File: src/rtl/fm_register_write_monitor_defines.svh
// Assertion macros used by the one RTL file that checks itself
`ifndef FM_REGISTER_WRITE_MONITOR_DEFINES_SVH
`define FM_REGISTER_WRITE_MONITOR_DEFINES_SVH

// Implication checked on every rising clock edge outside reset
`define FMRW_ASSERT_IMP(label, clk, rstn, ante, cons, msg) \
    label: assert property (@(posedge clk) disable iff (!rstn) (ante) |-> (cons)) \
        else $error(msg);

// Next-cycle implication checked outside reset
`define FMRW_ASSERT_NXT(label, clk, rstn, ante, cons, msg) \
    label: assert property (@(posedge clk) disable iff (!rstn) (ante) |=> (cons)) \
        else $error(msg);

`endif

File: src/rtl/fmrw_pkg.sv
package fmrw_pkg;

    localparam int NUM_CHANNELS_DEF = 6;
    localparam int LEVEL_REGS_PER_BANK_DEF = 16;
    localparam int NUM_CHIPS_DEF = 3;
    localparam int DAC_DECIMATION_DEF = 8;

    localparam int IN_W = 20;
    localparam int OUT_W = 40;

    localparam logic [7:0] DAC_ADDR = 8'h2A;
    localparam logic [7:0] MUTE_LEVEL = 8'h7F;
    localparam logic [7:0] KEY_ADDR = 8'h28;
    localparam logic [7:0] TL_LO = 8'h40;
    localparam logic [7:0] TL_HI = 8'h4F;
    localparam logic [7:0] ALG_LO = 8'hB0;
    localparam logic [7:0] ALG_HI = 8'hB2;
    localparam logic [7:0] PAN_LO = 8'hB4;
    localparam logic [7:0] PAN_HI = 8'hB6;
    localparam logic [6:0] LEVEL_MAX = 7'd127;

    localparam logic [1:0] CFG_OUTPUT_MODE = 2'd0;
    localparam logic [1:0] CFG_CHANNEL_MASK = 2'd1;
    localparam logic [1:0] CFG_PAN_SWAP = 2'd2;

    localparam logic [1:0] MODE_FM_ONLY = 2'd1;
    localparam logic [1:0] MODE_PCM_ONLY = 2'd2;

    localparam logic [1:0] ACT_DROP = 2'd0;
    localparam logic [1:0] ACT_ADDR_DATA = 2'd1;
    localparam logic [1:0] ACT_DATA_ONLY = 2'd2;

    typedef enum logic [2:0] {
        K_DROP, K_DAC, K_TL, K_ALG, K_KEY, K_PAN, K_PLAIN
    } kind_t;

    // Classified request handed from front to back
    typedef struct packed {
        kind_t      kind;
        logic [1:0] chip;
        logic       bank;
        logic [7:0] addr;
        logic [7:0] data;
        logic [6:0] tl_val;
        logic [2:0] ch;
        logic       tl_chan;
        logic       track;
    } req_t;

    typedef struct packed {
        logic [1:0] output_mode;
        logic [5:0] channel_mask;
        logic       pan_swap;
    } cfg_t;

    function automatic logic [3:0] carrier_slots(input logic [2:0] alg);
        case (alg)
            3'd4: carrier_slots = 4'h0a;
            3'd5, 3'd6: carrier_slots = 4'h0e;
            3'd7: carrier_slots = 4'h0f;
            default: carrier_slots = 4'h08;
        endcase
    endfunction

    function automatic logic [3:0] slot_offset(input logic [1:0] op);
        case (op)
            2'd1: slot_offset = 4'd8;
            2'd2: slot_offset = 4'd4;
            2'd3: slot_offset = 4'd12;
            default: slot_offset = 4'd0;
        endcase
    endfunction

endpackage

File: src/rtl/fmrw_front.sv
module fmrw_front
    import fmrw_pkg::*;
#(
    parameter int NUM_CHIPS = NUM_CHIPS_DEF
) (
    input  logic       aclk,
    input  logic       aresetn,
    input  cfg_t       cfg,
    input  logic       in_valid,
    output logic       in_ready,
    input  logic [IN_W-1:0] in_data,
    output logic       q_valid,
    input  logic       q_ready,
    output req_t       q_req
);
    logic       func;
    logic [1:0] chip;
    logic       bank;
    logic [7:0] addr;
    logic [7:0] data;
    req_t       req_next;
    req_t       req_reg;
    logic       valid_reg;

    assign func = in_data[0];
    assign chip = in_data[2:1];
    assign bank = in_data[3];
    assign addr = in_data[11:4];
    assign data = in_data[19:12];

    always_comb begin
        logic [7:0] d;
        logic [1:0] sub;
        logic [2:0] tch;
        logic [5:0] mask;
        d = data;
        sub = addr[1:0];
        tch = {2'b00, bank} * 3'd3 + {1'b0, sub};
        mask = cfg.channel_mask | ((cfg.output_mode == MODE_PCM_ONLY) ? 6'h3F : 6'h00);
        req_next = '0;
        req_next.chip = chip;
        req_next.bank = bank;
        req_next.addr = addr;
        // shadow keeps the level as written, before any muting
        req_next.tl_val = data[6:0];
        req_next.kind = K_PLAIN;
        if (func) begin
            req_next.kind = (cfg.output_mode == MODE_FM_ONLY || 32'(chip) >= NUM_CHIPS)
                ? K_DROP : K_DAC;
            req_next.bank = 1'b0;
            req_next.addr = DAC_ADDR;
        end else if ((cfg.output_mode == MODE_FM_ONLY && addr == DAC_ADDR)
                     || 32'(chip) >= NUM_CHIPS) begin
            req_next.kind = K_DROP;
        end else begin
            if (addr inside {[PAN_LO:PAN_HI]} && cfg.pan_swap)
                d = {d[6], d[7], d[5:0]};
            if (chip == 2'd0) begin
                if (addr inside {[TL_LO:TL_HI]}) begin
                    req_next.kind = K_TL;
                    req_next.tl_chan = (sub != 2'd3);
                    req_next.ch = tch;
                    if (sub != 2'd3 && mask[tch]) d = MUTE_LEVEL;
                end else if (addr inside {[ALG_LO:ALG_HI]}) begin
                    req_next.kind = K_ALG;
                    req_next.ch = {2'b00, bank} * 3'd3 + 3'(addr - ALG_LO);
                end else if (addr == KEY_ADDR) begin
                    if (d[1:0] != 2'd3) begin
                        req_next.kind = K_KEY;
                        req_next.ch = {1'b0, d[1:0]} + (d[2] ? 3'd3 : 3'd0);
                    end
                end else if (addr inside {[PAN_LO:PAN_HI]}) begin
                    req_next.kind = K_PAN;
                    req_next.ch = {2'b00, bank} * 3'd3 + 3'(addr - PAN_LO);
                end
                req_next.track = (addr == DAC_ADDR);
            end
        end
        req_next.data = d;
    end

    assign in_ready = !valid_reg || q_ready;

    always_ff @(posedge aclk) begin
        if (!aresetn) begin
            valid_reg <= 1'b0;
        end else if (in_ready) begin
            valid_reg <= in_valid;
        end
        if (in_ready && in_valid) req_reg <= req_next;
    end

    assign q_valid = valid_reg;
    assign q_req = req_reg;
endmodule

File: src/rtl/fmrw_queue.sv
module fmrw_queue
    import fmrw_pkg::*;
(
    input  logic aclk,
    input  logic aresetn,
    input  logic w_valid,
    output logic w_ready,
    input  req_t w_req,
    output logic r_valid,
    input  logic r_ready,
    output req_t r_req
);
    req_t       mem_reg [2];
    logic [1:0] cnt_reg;
    logic       wp_reg;
    logic       rp_reg;
    logic       push;
    logic       pop;

    assign w_ready = (cnt_reg != 2'd2);
    assign r_valid = (cnt_reg != 2'd0);
    assign push = w_valid && w_ready;
    assign pop = r_valid && r_ready;
    assign r_req = mem_reg[rp_reg];

    always_ff @(posedge aclk) begin
        if (!aresetn) begin
            cnt_reg <= 2'd0;
            wp_reg <= 1'b0;
            rp_reg <= 1'b0;
        end else begin
            if (push) wp_reg <= !wp_reg;
            if (pop) rp_reg <= !rp_reg;
            cnt_reg <= cnt_reg + {1'b0, push} - {1'b0, pop};
        end
        if (push) mem_reg[wp_reg] <= w_req;
    end
endmodule

File: src/rtl/fmrw_back.sv
module fmrw_back
    import fmrw_pkg::*;
#(
    parameter int NUM_CHANNELS = NUM_CHANNELS_DEF,
    parameter int LEVEL_REGS_PER_BANK = LEVEL_REGS_PER_BANK_DEF,
    parameter int NUM_CHIPS = NUM_CHIPS_DEF,
    parameter int DAC_DECIMATION = DAC_DECIMATION_DEF
) (
    input  logic aclk,
    input  logic aresetn,
    input  logic q_valid,
    output logic q_ready,
    input  req_t q_req,
    output logic m_valid,
    input  logic m_ready,
    output logic [OUT_W-1:0] m_data
);
    localparam int NSH = 2 * LEVEL_REGS_PER_BANK;
    localparam int SW = $clog2(NSH);
    localparam int CW = $clog2(DAC_DECIMATION + 1);

    logic [6:0] shadow_reg [NSH];
    logic [NSH-1:0] shadow_valid_reg;
    logic [2:0] alg_reg [NUM_CHANNELS];
    logic [3:0] keys_reg [NUM_CHANNELS];
    logic [7:0] latch_reg [NUM_CHIPS];
    logic [NUM_CHIPS-1:0] latch_valid_reg;
    logic [3:0] peak_reg;
    logic [CW-1:0] count_reg;
    logic [OUT_W-1:0] out_reg;
    logic out_valid_reg;
    logic fire;

    assign q_ready = !out_valid_reg || m_ready;
    assign fire = q_valid && q_ready;

    always_ff @(posedge aclk) begin
        logic [1:0] act;
        logic [7:0] d;
        logic lv, pv, kv, kon;
        logic [2:0] lt;
        logic [3:0] lvl;
        logic [1:0] pc;
        logic [2:0] ch;
        logic cb;
        logic [3:0] keys, car;
        logic [6:0] best, tl;
        logic found, dac_rep, meter;
        logic [SW-1:0] idx;
        logic [7:0] mag;
        logic [3:0] dl, pk;
        logic [CW-1:0] cnt;
        act = ACT_ADDR_DATA;
        d = q_req.data;
        lv = 1'b0; pv = 1'b0; kv = 1'b0; kon = 1'b0; pc = 2'd0;
        lt = 3'd0; lvl = 4'd0; meter = 1'b0; dac_rep = 1'b0;
        ch = q_req.ch;
        // the channel number, not the write port, picks the shadow bank
        cb = (ch > 3'd2);
        keys = keys_reg[ch];
        car = carrier_slots(alg_reg[ch]);
        if (q_req.kind == K_ALG) car = carrier_slots(q_req.data[2:0]);
        if (q_req.kind == K_KEY) keys = q_req.data[7:4];
        best = LEVEL_MAX;
        found = 1'b0;
        mag = d[7] ? {1'b0, d[6:0]} : (8'd128 - d);
        dl = (mag[7] || mag[6:3] > 4'd15) ? 4'd15 : mag[6:3];
        pk = (dl > peak_reg) ? dl : peak_reg;
        cnt = count_reg + 1'b1;
        if (!aresetn) begin
            shadow_valid_reg <= '0;
            latch_valid_reg <= '0;
            peak_reg <= 4'd0;
            count_reg <= '0;
            out_valid_reg <= 1'b0;
            for (int i = 0; i < NUM_CHANNELS; i++) begin
                alg_reg[i] <= 3'd0;
                keys_reg[i] <= 4'd0;
            end
            for (int i = 0; i < NUM_CHIPS; i++) latch_reg[i] <= 8'd0;
        end else begin
            if (m_ready) out_valid_reg <= 1'b0;
            if (fire) begin
                out_valid_reg <= 1'b1;
                for (int op = 0; op < 4; op++) begin
                    idx = SW'({4'd0, cb} * LEVEL_REGS_PER_BANK
                              + slot_offset(2'(op)) + ch - (cb ? 3'd3 : 3'd0));
                    tl = shadow_reg[idx];
                    if (q_req.kind == K_TL && idx == SW'({q_req.bank, q_req.addr[3:0]}))
                        tl = q_req.tl_val;
                    if (car[op] && keys[op] && (shadow_valid_reg[idx]
                        || (q_req.kind == K_TL && idx == SW'({q_req.bank, q_req.addr[3:0]}))))
                    begin
                        if (!found || tl < best) best = tl;
                        found = 1'b1;
                    end
                end
                if (q_req.kind == K_TL) begin
                    shadow_reg[SW'({q_req.bank, q_req.addr[3:0]})] <= q_req.tl_val;
                    shadow_valid_reg[SW'({q_req.bank, q_req.addr[3:0]})] <= 1'b1;
                end
                case (q_req.kind)
                    K_DROP: act = ACT_DROP;
                    K_DAC: begin
                        if (latch_valid_reg[q_req.chip] && latch_reg[q_req.chip] == DAC_ADDR)
                            act = ACT_DATA_ONLY;
                        latch_reg[q_req.chip] <= DAC_ADDR;
                        latch_valid_reg[q_req.chip] <= 1'b1;
                        dac_rep = (q_req.chip == 2'd0);
                    end
                    K_TL: meter = q_req.tl_chan;
                    K_ALG: begin
                        alg_reg[ch] <= q_req.data[2:0];
                        meter = 1'b1;
                    end
                    K_KEY: begin
                        keys_reg[ch] <= q_req.data[7:4];
                        kv = 1'b1;
                        kon = (q_req.data[7:4] != 4'd0);
                        meter = 1'b1;
                    end
                    K_PAN: begin
                        pv = 1'b1;
                        pc = {q_req.data[6], q_req.data[7]};
                    end
                    default: act = ACT_ADDR_DATA;
                endcase
                if (q_req.kind != K_DROP && q_req.kind != K_DAC) begin
                    latch_reg[q_req.chip] <= q_req.addr;
                    latch_valid_reg[q_req.chip] <= 1'b1;
                    dac_rep = q_req.track;
                end
                if (meter) begin
                    lv = 1'b1;
                    lt = ch;
                    lvl = (found && keys != 4'd0) ? 4'((LEVEL_MAX - best) >> 3) : 4'd0;
                end
                if (dac_rep) begin
                    if (32'(cnt) >= DAC_DECIMATION) begin
                        count_reg <= '0;
                        peak_reg <= 4'd0;
                        lv = 1'b1;
                        lt = 3'd6;
                        lvl = pk;
                    end else begin
                        count_reg <= cnt;
                        peak_reg <= pk;
                    end
                end
                if (act == ACT_DROP) out_reg <= '0;
                else out_reg <= {5'd0, kon, kv, pc, 3'(pv ? ch : 3'd0), pv, lvl, lt, lv,
                                 d, q_req.addr, q_req.bank, act};
            end
        end
    end

    assign m_valid = out_valid_reg;
    assign m_data = out_reg;
endmodule

File: src/rtl/fm_register_write_monitor.sv
// FM register write monitor.
// Slave stream (s_*) takes one register write or DAC sample per request;
// s_tdata packs func, chip_index, bank, reg_addr, value from bit 0 up.
// Master stream (m_*) returns exactly one result per request with
// bus_action, out_bank, out_addr, out_data, level and pan and key reports.
// Configuration goes through cfg_we / cfg_index / cfg_data; the user must
// write it only while idle; the block does not enforce this. A request
// passes front register, two-entry queue and back output register before
// m_tvalid rises. Throughput: one request per cycle with m_tready high.
// A stalled master holds its result; up to four requests wait inside
// (output register, two queue entries, front register), after which
// s_tready drops until the master side drains.
// Reset (aresetn low, synchronous) clears configuration, shadows, key
// slots, address latches and the DAC peak meter, and empties the pipeline.
module fm_register_write_monitor
    import fmrw_pkg::*;
#(
    parameter int NUM_CHANNELS = NUM_CHANNELS_DEF,
    parameter int LEVEL_REGS_PER_BANK = LEVEL_REGS_PER_BANK_DEF,
    parameter int NUM_CHIPS = NUM_CHIPS_DEF,
    parameter int DAC_DECIMATION = DAC_DECIMATION_DEF
) (
    input  logic aclk,
    input  logic aresetn,
    input  logic s_tvalid,
    output logic s_tready,
    // func, chip_index[2], bank, reg_addr[8], value[8], zero fill
    input  logic [23:0] s_tdata,
    output logic m_tvalid,
    input  logic m_tready,
    // bus_action[2], out_bank, out_addr[8], out_data[8], level_valid,
    // level_track[3], level_value[4], pan_valid, pan_channel[3], pan_code[2],
    // key_valid, key_on, zero fill
    output logic [39:0] m_tdata,
    input  logic cfg_we,
    input  logic [1:0] cfg_index,
    input  logic [5:0] cfg_data
);
`include "fm_register_write_monitor_defines.svh"

    cfg_t cfg_reg;
    req_t f_req, b_req;
    logic f_valid, f_ready, b_valid, b_ready;

    always_ff @(posedge aclk) begin
        if (!aresetn) begin
            cfg_reg <= '0;
        end else if (cfg_we) begin
            case (cfg_index)
                CFG_OUTPUT_MODE: cfg_reg.output_mode <= cfg_data[1:0];
                CFG_CHANNEL_MASK: cfg_reg.channel_mask <= cfg_data;
                CFG_PAN_SWAP: cfg_reg.pan_swap <= cfg_data[0];
                default: cfg_reg <= cfg_reg;
            endcase
        end
    end

    fmrw_front #(.NUM_CHIPS(NUM_CHIPS)) u_front (
        .aclk(aclk), .aresetn(aresetn), .cfg(cfg_reg),
        .in_valid(s_tvalid), .in_ready(s_tready), .in_data(s_tdata[IN_W-1:0]),
        .q_valid(f_valid), .q_ready(f_ready), .q_req(f_req)
    );

    fmrw_queue u_queue (
        .aclk(aclk), .aresetn(aresetn),
        .w_valid(f_valid), .w_ready(f_ready), .w_req(f_req),
        .r_valid(b_valid), .r_ready(b_ready), .r_req(b_req)
    );

    fmrw_back #(
        .NUM_CHANNELS(NUM_CHANNELS), .LEVEL_REGS_PER_BANK(LEVEL_REGS_PER_BANK),
        .NUM_CHIPS(NUM_CHIPS), .DAC_DECIMATION(DAC_DECIMATION)
    ) u_back (
        .aclk(aclk), .aresetn(aresetn),
        .q_valid(b_valid), .q_ready(b_ready), .q_req(b_req),
        .m_valid(m_tvalid), .m_ready(m_tready), .m_data(m_tdata)
    );

    `FMRW_ASSERT_NXT(a_hold, aclk, aresetn, m_tvalid && !m_tready, m_tvalid && $stable(m_tdata), "result changed under stall")
    `FMRW_ASSERT_IMP(a_drop, aclk, aresetn, m_tvalid && m_tdata[1:0] == ACT_DROP, m_tdata == '0, "dropped result not zero")
    `FMRW_ASSERT_IMP(a_act, aclk, aresetn, m_tvalid, m_tdata[1:0] != 2'd3, "bad bus action")
endmodule
File: config.mk
export PLATFORM = sky130hd
export DESIGN_NAME = fm_register_write_monitor
export DESIGN_NICKNAME = d
export VERILOG_FILES = /design/src/rtl/fmrw_pkg.sv /design/src/rtl/fmrw_front.sv /design/src/rtl/fmrw_queue.sv /design/src/rtl/fmrw_back.sv /design/src/rtl/fm_register_write_monitor.sv
export VERILOG_INCLUDE_DIRS = /design/src /design/src/rtl
export SDC_FILE = /design/constraint.sdc
export NUM_CORES = 1
export LEC_CHECK = 0
export BUFFER_PORTS_ARGS = -buffer_cell sky130_fd_sc_hd__buf_2
export CORE_MARGIN = 1.5
export CORE_UTILIZATION = 55
export DETAILED_ROUTE_END_ITERATION = 10
export MAX_ROUTING_LAYER = met4
export PLACE_DENSITY = 0.75
export SKIP_LAST_GASP = 1
export SYNTH_ARGS = -nofsm -noshare
export SYNTH_HDL_FRONTEND = slang
export SYNTH_SLANG_ARGS = --single-unit
File: constraint.sdc
create_clock -name aclk -period 9.2 [get_ports aclk]
set_clock_uncertainty 0.1 [all_clocks]
set_input_delay 0 -clock aclk [delete_from_list [all_inputs] [get_ports aclk]]
set_output_delay 0 -clock aclk [all_outputs]
set_load 0.01 [all_outputs]
==> results of run 1 <==
worst max-delay path by stage:
stage	start	endpoint	cells past startpoint
after floorplan	register	u_back.m_data[25]	49
after global routing	register	u_back.m_data[25]	38
final	register	u_back.m_data[25]	39
after global placement	register	u_back.m_data[25]	38
after CTS	register	u_back.m_data[25]	39
after detailed placement	register	u_back.m_data[25]	39
worst max-delay path: cells and delay by family, from the launching register on:
kind                     cells  cell delay, ns
AO/OA/AOI/OAI               18            3.71
buffers and inverters        5            1.00
multiplexers                 3            0.65
flip-flops                   1            0.40
adder cells (fa/ha/maj)      4            1.26
AND/OR/NAND/NOR              9            1.21
power by group through the flow:
stage | combinational, mW | clock (mW) | sequential (mW)
3_3_place_gp | 4.20 | 0 | 2.80
3_5_place_dp | 4.29 | 0 | 2.80
4_1_cts | 4.32 | 2.16 | 2.76
5_1_grt | 4.79 | 2.24 | 2.77
2_1_floorplan | 2.90 | 0 | 2.80
6_report | 4.47 | 2.15 | 2.76
layout by cell type, fill, tap and decap left out, types with 8 or more instances in the layout:
cell,n
sky130_fd_sc_hd__clkbuf_16,50
sky130_fd_sc_hd__nand4_1,11
sky130_fd_sc_hd__mux2i_1,138
sky130_fd_sc_hd__or3_1,24
sky130_fd_sc_hd__o22ai_1,9
sky130_fd_sc_hd__nor3_1,60
sky130_fd_sc_hd__and2_1,17
sky130_fd_sc_hd__o21ai_1,13
sky130_fd_sc_hd__buf_2,69
sky130_fd_sc_hd__o221a_2,8
sky130_fd_sc_hd__a21oi_1,54
sky130_fd_sc_hd__edfxtp_1,441
sky130_fd_sc_hd__bufinv_16,9
sky130_fd_sc_hd__a311oi_1,18
sky130_fd_sc_hd__a21o_1,40
sky130_fd_sc_hd__o21ai_0,67
sky130_fd_sc_hd__a31oi_1,17
sky130_fd_sc_hd__o211ai_1,12
sky130_fd_sc_hd__mux4_2,9
sky130_fd_sc_hd__mux2_2,31
sky130_fd_sc_hd__nand2_1,343
sky130_fd_sc_hd__nor2_1,250
sky130_fd_sc_hd__dfxtp_1,58
sky130_fd_sc_hd__dlygate4sd3_1,47
sky130_fd_sc_hd__a211oi_1,14
sky130_fd_sc_hd__nand3_1,68
sky130_fd_sc_hd__clkinv_2,11
sky130_fd_sc_hd__and3_1,11
sky130_fd_sc_hd__a22oi_1,16
sky130_fd_sc_hd__buf_4,76
sky130_fd_sc_hd__inv_1,44
sky130_fd_sc_hd__or2_2,14
sky130_fd_sc_hd__nor2b_1,34
sky130_fd_sc_hd__o221ai_1,9
sky130_fd_sc_hd__ha_1,28
per-layer routing:
metal  global-route usage  share of wire  vias up
met1                0.386           0.39     8883
met2                0.475           0.48      906
li1                     -              -     8206
met3               0.0548          0.087      152
met4                0.127          0.038        0
met5                    -              0        -
kinds of logic after synthesis:
kind of cell             synth area share
AND/OR/NAND/NOR                     0.161
flip-flops                          0.588
AO/OA/AOI/OAI                       0.107
multiplexers                       0.0844
buffers and inverters              0.0363
adder cells (fa/ha/maj)            0.0172
XOR/XNOR                          0.00536
other                            0.000153
layout make-up:
class / instances / area [µm²]
clock inverters: 37 / 473
fillers: 3374 / 16200
flip-flops and latches: 500 / 14400
inverters: 48 / 185
multi-input cells: 1487 / 9380
repair buffers: 197 / 1490
clock buffers: 56 / 1270
well taps: 592 / 741
per-stage QoR:
step                worst slack (ns)  instance area (µm²)
floorplan                   0.000400                24600
global placement               0.516                25700
detailed placement             0.319                25700
CTS                            0.275                27900
global route                  0.0168                28000
finish                         0.590                28000
timing repair:
item / CTS / global route
endpoints found under the hold margin: 79 / 0
resized for setup: 0 / 15
hold buffers: 47 / 0
buffers inserted: 0 / 3
setup endpoints to repair: 0 / 4
==> flow_summary.rst, run 1 <==
.. list-table::
   :header-rows: 1

   * - Metric
     - Value
   * - Result of the run
     - finished clean
   * - Total I/O pin count
     - 79
   * - Overall via count from detail_route
     - 18147
   * - Detail Placement HPWL
     - roughly 46 mm
   * - Register area share after synthesis
     - 0.588
   * - Count of endpoints failing hold in the final timing report
     - 0
   * - Startpoint type of the worst setup path
     - register
   * - Data arrival time of the critical path
     - between 8 and 9 ns
   * - Tot Pwr
     - ~9.4 mW
   * - Fraction of registers with async set or reset after synthesis
     - 0
   * - Endpoint of the worst register-to-register path
     - u_back.m_data[25]
   * - Largest buffer count on any clock path
     - 3
   * - Mean Syn Cell Area
     - 11.4 µm²
   * - Most common cell in the netlist
     - sky130_fd_sc_hd__edfxtp_1
   * - Number of remaining DRC errors
     - 0
   * - Growth of design area from synthesis to finish
     - 14.0%
   * - Area inside the core boundary
     - around 44000 µm²
   * - RSZ-0062 raised after global routing
     - no
   * - Count of flip-flops with a built-in enable after synthesis
     - 441
   * - Ys Warns
     - 0
   * - Vertical extent of the die
     - 214 µm
   * - Maximum number of pins on one net before global-route repair
     - between 70 and 80
   * - Slew at the pin closest to its max-slew limit
     - 1.29 ns
   * - Number of inserted diodes
     - 0
   * - Path type of the worst setup path
     - register to register
   * - Count of TritonRoute iterations in the first routing pass
     - 5
   * - Max Fclk
     - 116 MHz
   * - Drt total wl
     - ~68 mm
   * - TNS Setup
     - 0 ns
   * - TritonCTS buffer count
     - 50
   * - Placer Congestion
     - ~1.0
   * - Clock latency of the later-clocked register in the worst-skew pair
     - between 0.6 and 0.7 ns
   * - Worst path required time
     - around 9.5 ns
   * - Floorplan die area
     - roughly 46000 µm²
   * - Number of buffers inserted by port buffering
     - 69
   * - Final std cells w/o fill
     - slightly below 3000
   * - Distinct cell type count after synthesis
     - between 100 and 150
   * - Library cell occupying the most area in the post-synthesis netlist
     - sky130_fd_sc_hd__edfxtp_1
   * - Switching Fraction
     - 0.409
   * - Clock tree from TritonCTS
     - yes
   * - Row cnt
     - just under 80
   * - Post-Route Utilization
     - 0.634
   * - Share of layout cells above drive strength 1
     - 0.151
   * - Power density cells
     - approximately 340 nW/µm²
   * - Vias in the first global route
     - between 15000 and 20000
   * - Leading post-synthesis cells by cell area
     - sky130_fd_sc_hd__edfxtp_1, sky130_fd_sc_hd__mux2i_1, sky130_fd_sc_hd__nand2_1
   * - Number of flip-flops and latches in the synthesized netlist
     - 500
   * - Cell count of the worst hold path
     - 2
   * - Final-report max-slew violation count
     - 0
   * - Synth Cell Area
     - ~25000 µm²
   * - Final antenna-violating net count
     - 0
   * - Leakage
     - 10.5 nW
   * - Hold_sp
     - s_tdata[15]
   * - Antenna violations before repair
     - 1
   * - Clock Root Buffer
     - sky130_fd_sc_hd__clkbuf_16
   * - Min Clock Period, post-route
     - approximately 8.6 ns
   * - Slowest-stage cell, CP
     - sky130_fd_sc_hd__a221o_1
   * - Clock transition at the registers of the reported paths
     - around 0.06 ns
   * - Starting DRC count in detailed routing
     - between 2000 and 2500
   * - Combinational share of power
     - 0.477
   * - Tightest hold margin
     - approximately 0.023 ns
   * - Yosys top cell area share
     - 0.540
   * - Synthesized instance count
     - approximately 2200
   * - Most numerous cell types in the synthesized netlist
     - sky130_fd_sc_hd__edfxtp_1, sky130_fd_sc_hd__nand2_1, sky130_fd_sc_hd__nor2_1
   * - Final setup violating endpoints
     - 0
   * - H-tree lvl count
     - 2
   * - Worst voltage drop across the vdd grid
     - ~200 µV
   * - Internal power
     - between 5 and 6 mW
   * - CTS sink count
     - 500
   * - Largest driver fanout on the critical path
     - between 40 and 50
   * - First-pass GRT wire length
     - approximately 100 mm
   * - Largest register FFs
     - around 220
   * - Relative slew slack
     - 0.137
   * - Effective utilization at floorplan
     - 0.556
   * - Routed WL per cell
     - 23.2 µm
   * - Switch Pwr
     - approximately 3.8 mW
   * - Register share of total power
     - 0.294
   * - Nature of the critical path endpoint
     - register
   * - Part of the power in the clock network
     - 0.229
   * - Number of instances in the placed design
     - around 2800
   * - Max-cap viol count
     - 0
   * - Synth Flop Type
     - sky130_fd_sc_hd__edfxtp_1
   * - Depth of the worst register-to-register path
     - 39
   * - Nets
     - approximately 2400
   * - GRT Util Overall
     - 0.301
   * - Overall die width
     - approximately 210 µm
   * - Reg-to-reg setup timing slack
     - between 0.5 and 0.6 ns
   * - Tightest Hold Check Type
     - input pin to register
   * - Average vias per placed instance
     - between 6 and 7
   * - Leftover overflow at the end of global routing
     - 0
   * - Final period util
     - 0.936
   * - Critical path's largest stage delay
     - around 0.45 ns
   * - Capture endpoint of the worst hold path
     - u_front.q_req[8]
Power figures use the tool's default switching activity.
==> run 2, diff against run 1 <==
CORE_UTILIZATION = 57   (was 55)
GPL_TIMING_DRIVEN = 0   (was default)
PLACE_DENSITY = default   (was 0.75)
PLACE_DENSITY_LB_ADDON = 0.08   (was default)
==> run 2 against run 1 <==
Effect of this change:
- the flow now finishes with violations (capacitance limit, slew limit)
- critical endpoint unchanged
- sequential power barely moved
- cell count rose by 2.0%
- largest cell class unchanged
- first-iteration DRC count rose by 12%
- maximum frequency fell by 4.5%
- flip-flop and latch count did not move
- largest power group unchanged
- via count rose by 5.6%
==> flow_summary.rst, run 2 (same netlist as run 1, synthesis figures left out) <==
.. list-table::
   :header-rows: 1

   * - Metric
     - Value
   * - Maximum number of pins on one net before global-route repair
     - 45
   * - Worst path most repeated cell
     - sky130_fd_sc_hd__buf_6
   * - Clock latency of the later-clocked register in the worst-skew pair
     - between 0.6 and 0.7 ns
   * - Growth of design area from synthesis to finish
     - 18.7%
   * - Overall via count from detail_route
     - roughly 19000
   * - Drt total wl
     - 78.7 mm
   * - H-tree lvl count
     - 2
   * - Final period util
     - 0.980
   * - Routed WL per cell
     - roughly 26 µm
   * - Starting DRC count in detailed routing
     - approximately 2300
   * - Number of buffers inserted by port buffering
     - 69
   * - Antenna violations before repair
     - 1
   * - Overall die width
     - approximately 210 µm
   * - Result of the run
     - finished with violations
   * - Clock transition at the registers of the reported paths
     - ~0.060 ns
   * - Total I/O pin count
     - around 80
   * - Reg-to-reg setup timing slack
     - about 0.18 ns
   * - Min Clock Period, post-route
     - around 9 ns
   * - Nature of the critical path endpoint
     - register
   * - Detail Placement HPWL
     - about 54 mm
   * - Worst voltage drop across the vdd grid
     - between 200 and 250 µV
   * - Post-Route Utilization
     - 0.689
   * - Met2 track utilization from global routing
     - 0.523
   * - Share of layout cells above drive strength 1
     - 0.193
   * - Post-route cell area
     - between 20000 and 30000 µm²
   * - Switching Fraction
     - 0.415
   * - Vias in the first global route
     - roughly 18000
   * - Combinational share of power
     - 0.516
   * - Commonest non-fill, non-tap cell in the layout
     - sky130_fd_sc_hd__edfxtp_1
   * - Average vias per placed instance
     - 6.44
   * - Floorplan die area
     - 44300 µm²
   * - Area inside the core boundary
     - 42200 µm²
   * - Worst path required time
     - around 9.5 ns
   * - Fillers
     - 3103
   * - Data arrival time of the critical path
     - a little over 9 ns
   * - Startpoint type of the worst setup path
     - register
   * - Final antenna-violating net count
     - 0
   * - Vertical extent of the die
     - 210 µm
   * - Internal power
     - about 6.0 mW
   * - Final-report max-slew violation count
     - 1
   * - Max-cap viol count
     - 1
   * - Tightest Hold Check Type
     - input pin to register
   * - Nets
     - 2463
   * - Tot Pwr
     - a little over 10 mW
   * - Switch Pwr
     - approximately 4.2 mW
   * - First-pass GRT wire length
     - 114 mm
   * - Placer Congestion
     - around 0.95
   * - Slew at the pin closest to its max-slew limit
     - ~1.5 ns
   * - Met3 GRT Util
     - 0.0831
   * - Row cnt
     - 75
   * - Most utilized layer in the global route result
     - met2
   * - Slowest-stage cell, CP
     - sky130_fd_sc_hd__a2111oi_2
   * - Global routing usage on met1
     - 0.504
   * - Final setup violating endpoints
     - 0
   * - Max Fclk
     - approximately 110 MHz
   * - Endpoint of the worst register-to-register path
     - u_back.m_data[25]
   * - Part of the power in the clock network
     - 0.214
   * - Violated checks
     - capacitance limit, slew limit
   * - Number of remaining DRC errors
     - 0
   * - CTS sink count
     - 500
   * - Effective utilization at floorplan
     - 0.581
   * - Hold_sp
     - s_tdata[16]
   * - Largest buffer count on any clock path
     - 3
   * - Register share of total power
     - 0.270
   * - Area after detailed placement
     - about 26000 µm²
   * - Cell count of the worst hold path
     - 2
   * - Clock tree from TritonCTS
     - yes
   * - Critical path's largest stage delay
     - between 0.7 and 0.8 ns
   * - GRT Util Overall
     - 0.362
   * - Leftover overflow at the end of global routing
     - 0
   * - TritonCTS buffer count
     - approximately 50
   * - Most used cells in the layout excluding fill and tap cells
     - sky130_fd_sc_hd__edfxtp_1, sky130_fd_sc_hd__nand2_1, sky130_fd_sc_hd__nor2_1
   * - Count of TritonRoute iterations in the first routing pass
     - 6
   * - Count of endpoints failing hold in the final timing report
     - 0
   * - Path type of the worst setup path
     - register to register
   * - Relative slew slack
     - -0.0000891
   * - Clock Root Buffer
     - sky130_fd_sc_hd__clkbuf_16
   * - Capture endpoint of the worst hold path
     - u_front.q_req[9]
   * - Power density cells
     - ~350 nW/µm²
   * - Largest driver fanout on the critical path
     - 10
   * - Largest register FFs
     - roughly 220
   * - Depth of the worst register-to-register path
     - 42
   * - Leakage
     - approximately 11 nW
run 2: critical path, delay by kind of cell, from the launching register on:
| family | cells | cell delay (ns) |
|---|---|---|
| simple gates | 5 | 0.79 |
| flops | 1 | 0.31 |
| buf+inv | 14 | 2.04 |
| mux | 3 | 0.67 |
| compound gates | 17 | 4.01 |
| fa+ha+maj | 3 | 0.79 |
run 2: final cells by class:
type	instances	area (µm²)	share of cell area
Inverter	48	195	0.00671
Sequential cell	500	14400	0.496
Timing Repair Buffer	185	1430	0.0490
Tap cell	539	674	0.0232
Clock inverter	28	347	0.0119
Timing Repair inverter	1	5.00	0.000172
Multi-Input combinational cell	1486	9680	0.333
Buffer	121	938	0.0322
Clock buffer	67	1420	0.0487
Antenna cell	1	2.50	0.0000860
run 2: worst max path at each step:
| stage | start | endpoint | slack, ns |
|---|---|---|---|
| final | register | u_back.m_data[25] | 0.18 |
| after global routing | register | u_back.m_data[25] | -0.09 |
| after CTS | register | u_back.m_data[25] | 0.02 |
| after detailed placement | register | u_back.m_data[25] | -2.44 |
| after global placement | register | u_back.m_data[25] | -2.43 |
| after floorplan | register | u_back.m_data[25] | 0.0004 |
run 2: power by group through the flow:
| stage | Clock [mW] | Sequential (mW) | Combinational (mW) |
|---|---|---|---|
| floorplan | 0 | 2.80 | 2.90 |
| CTS | 2.18 | 2.75 | 4.84 |
| detailed placement | 0 | 2.79 | 4.33 |
| global route | 2.27 | 2.76 | 5.54 |
| finish | 2.18 | 2.75 | 5.25 |
| global placement | 0 | 2.79 | 4.24 |
run 2: stage by stage:
| stage | std cells | TNS, ns | hold WS (ns) | setup slack, ns |
|---|---|---|---|---|
| 2_1_floorplan | 2159 | 0 | -0.00113 | 0.000400 |
| 3_3_place_gp | 2767 | -9.36 | 0.0916 | -2.43 |
| 3_5_place_dp | 2769 | -9.45 | 0.0888 | -2.44 |
| 4_1_cts | 2947 | 0 | 0.0127 | 0.0245 |
| 5_1_grt | 2975 | -0.196 | 0.0352 | -0.0879 |
| 6_report | 2976 | 0 | 0.0290 | 0.180 |
run 2: repair_timing:
item                                   in CTS  in global routing
setup endpoints to repair                   4                  4
endpoints found under the hold margin      80                  0
hold buffers                               52                  0
pin swaps                                  21                 33
buffers inserted                           32                 26
gates cloned                                2                  2
resized for setup                         126                 79
run 2: per-layer routing:
metal / up-vias / part of all wire
met3: 194 / 0.12
met5: - / 0
met1: 9370 / 0.40
met4: 0 / 0.038
li1: 8453 / -
met2: 1151 / 0.44
==> run 3, diff against run 2 <==
MAX_ROUTING_LAYER = default   (was met4)
==> run 3 against run 2 <==
Effect of this change:
- the run now ends clean
- combinational power barely moved
- core utilization fell by 0.39 points
- first-iteration DRC count rose by 4.7%
- non-clock buffer count fell by 3
- largest power group unchanged
- count of clock-buffer cells in the layout fell by 4
- setup slack improved by 0.12 ns
- critical path depth rose by 5
==> flow_summary.rst, run 3 (same netlist as run 1, synthesis figures left out) <==
.. list-table::
   :header-rows: 1

   * - Metric
     - Value
   * - Result of the run
     - finished clean
   * - Worst voltage drop across the vdd grid
     - approximately 210 µV
   * - Post-Route Utilization
     - 0.685
   * - Effective utilization at floorplan
     - 0.581
   * - Count of endpoints failing hold in the final timing report
     - 0
   * - Total I/O pin count
     - just under 80
   * - Min Clock Period, post-route
     - 8.90 ns
   * - Clock tree from TritonCTS
     - yes
   * - Vertical extent of the die
     - around 210 µm
   * - Final-report max-slew violation count
     - 0
   * - Area taken by flip-flops and latches
     - ~14000 µm²
   * - Floorplan die area
     - between 40000 and 50000 µm²
   * - Overall via count from detail_route
     - around 19000
   * - Area inside the core boundary
     - approximately 42000 µm²
   * - Tightest Hold Check Type
     - input pin to register
   * - H-tree lvl count
     - 2
   * - Maximum number of pins on one net before global-route repair
     - 45
   * - Growth of design area from synthesis to finish
     - 18.0%
   * - Clock Root Buffer
     - sky130_fd_sc_hd__clkbuf_16
   * - TritonCTS buffer count
     - 50
   * - Leakage
     - around 11 nW
   * - Capture endpoint of the worst hold path
     - u_front.q_req[9]
   * - Average vias per placed instance
     - roughly 6.4
   * - Clock latency of the later-clocked register in the worst-skew pair
     - 0.60 ns
   * - Leftover overflow at the end of global routing
     - 0
   * - Commonest non-fill, non-tap cell in the layout
     - sky130_fd_sc_hd__edfxtp_1
   * - Most used cells in the layout excluding fill and tap cells
     - sky130_fd_sc_hd__edfxtp_1, sky130_fd_sc_hd__nand2_1, sky130_fd_sc_hd__nor2_1
   * - Fillers
     - about 3100
   * - Path type of the worst setup path
     - register to register
   * - Number of remaining DRC errors
     - 0
   * - GRT Util Overall
     - 0.349
   * - Final period util
     - 0.967
   * - Post-route cell area
     - around 29000 µm²
   * - Hold_sp
     - s_tdata[16]
   * - Buffer and inverter count on the worst path
     - 14
   * - Tot Pwr
     - 10.1 mW
   * - Number of buffers inserted by port buffering
     - about 70
   * - Clock transition at the registers of the reported paths
     - 0.07 ns
   * - Startpoint type of the worst setup path
     - register
   * - Endpoint of the worst register-to-register path
     - u_back.m_data[25]
   * - Reg-to-reg setup timing slack
     - between 0.3 and 0.4 ns
   * - Final setup violating endpoints
     - 0
   * - Critical path's largest stage delay
     - a little under 0.4 ns
   * - Slew at the pin closest to its max-slew limit
     - about 1.5 ns
   * - Vias in the first global route
     - 18048
   * - Max Fclk
     - 112 MHz
   * - Share of layout cells above drive strength 1
     - 0.187
   * - CTS sink count
     - 500
   * - Placer Congestion
     - around 0.96
   * - Cell count of the worst hold path
     - 2
   * - Largest buffer count on any clock path
     - 3
   * - Worst path required time
     - between 9 and 10 ns
   * - Starting DRC count in detailed routing
     - between 2000 and 2500
   * - Count of TritonRoute iterations in the first routing pass
     - 6
   * - Largest register FFs
     - around 220
   * - Routed WL per cell
     - approximately 26 µm
   * - Nature of the critical path endpoint
     - register
   * - Antenna violations before repair
     - 3
   * - Relative slew slack
     - 0.0256
   * - First-pass GRT wire length
     - roughly 110 mm
   * - Largest driver fanout on the critical path
     - 11
   * - Max-cap viol count
     - 0
   * - Combined area of the multi-input logic cells
     - 9680 µm²
   * - RSZ-0062 raised after global routing
     - no
   * - Drt total wl
     - between 70 and 80 mm
   * - Power density cells
     - approximately 350 nW/µm²
   * - Slowest-stage cell, CP
     - sky130_fd_sc_hd__or3_4
   * - Final antenna-violating net count
     - 0
   * - Depth of the worst register-to-register path
     - 47
   * - Nets
     - ~2500
   * - CP top delay family
     - compound AO/OA/AOI/OAI gates
   * - TNS Setup
     - 0 ns
   * - Row cnt
     - 75
   * - Detail Placement HPWL
     - roughly 54 mm
   * - Data arrival time of the critical path
     - 9.16 ns
   * - Area after detailed placement
     - around 26000 µm²
   * - Overall die width
     - approximately 210 µm
-- run 3: cell count changes in the layout (fill, tap and decap cells not counted), sizes merged --
cell and change:
clkbuf -5, dlygate4sd3 -4, clkinv +3, bufinv -2, buf +1, bufbuf +1, clkinvlp -1
-- run 3: metal layers --
metal,track usage,vias up,wire length [µm]
met5,0,-,11
met4,0.131,2,2970
met3,0.0968,203,9520
met2,0.510,1159,33300
met1,0.498,9287,31700
li1,-,8430,-
-- run 3: final cells by class --
cell class,instances,share of cell area
Sequential cell,500,0.498
Multi-Input combinational cell,1486,0.334
Timing Repair Buffer,185,0.0498
Clock buffer,63,0.0475
Buffer,118,0.0305
Tap cell,539,0.0233
Clock inverter,28,0.00908
Inverter,48,0.00683
Timing Repair inverter,1,0.000173
Antenna cell,1,0.0000865
-- run 3: worst max path at each step --
stage | depth (start not counted) | from | slack [ns] | to
after global routing | 35 | register | 0.01 | u_back.m_data[25]
after detailed placement | 48 | register | -2.48 | u_back.m_data[25]
after CTS | 50 | register | 0.02 | u_back.m_data[25]
final | 47 | register | 0.30 | u_back.m_data[25]
after floorplan | 49 | register | 0.0004 | u_back.m_data[25]
after global placement | 49 | register | -2.40 | u_back.m_data[25]
-- run 3: what timing repair did --
item                                    in CTS  in global routing
cloned                                       3                  2
endpoints found under the hold margin       80                  0
resized for setup                          117                 71
endpoints found under the setup margin       4                  4
setup buffers                               27                 34
pin swaps                                   19                 21
hold buffers                                48                  0
-- run 3: per-stage QoR --
stage | setup slack, ns | instances | hold slack (ns)
6_report | 0.301 | 2969 | 0.0460
5_1_grt | 0.0107 | 2968 | 0.0451
4_1_cts | 0.0167 | 2936 | 0.00956
3_5_place_dp | -2.48 | 2769 | 0.102
3_3_place_gp | -2.40 | 2767 | 0.100
2_1_floorplan | 0.000400 | 2159 | -0.00113
-- run 3: where the power goes --
| group | switching, mW | internal, mW |
|---|---|---|
| Sequential | 0.0463 | 2.70 |
| Clock | 0.871 | 1.19 |
| Combinational | 3.26 | 1.99 |
| Total | 4.18 | 5.89 |
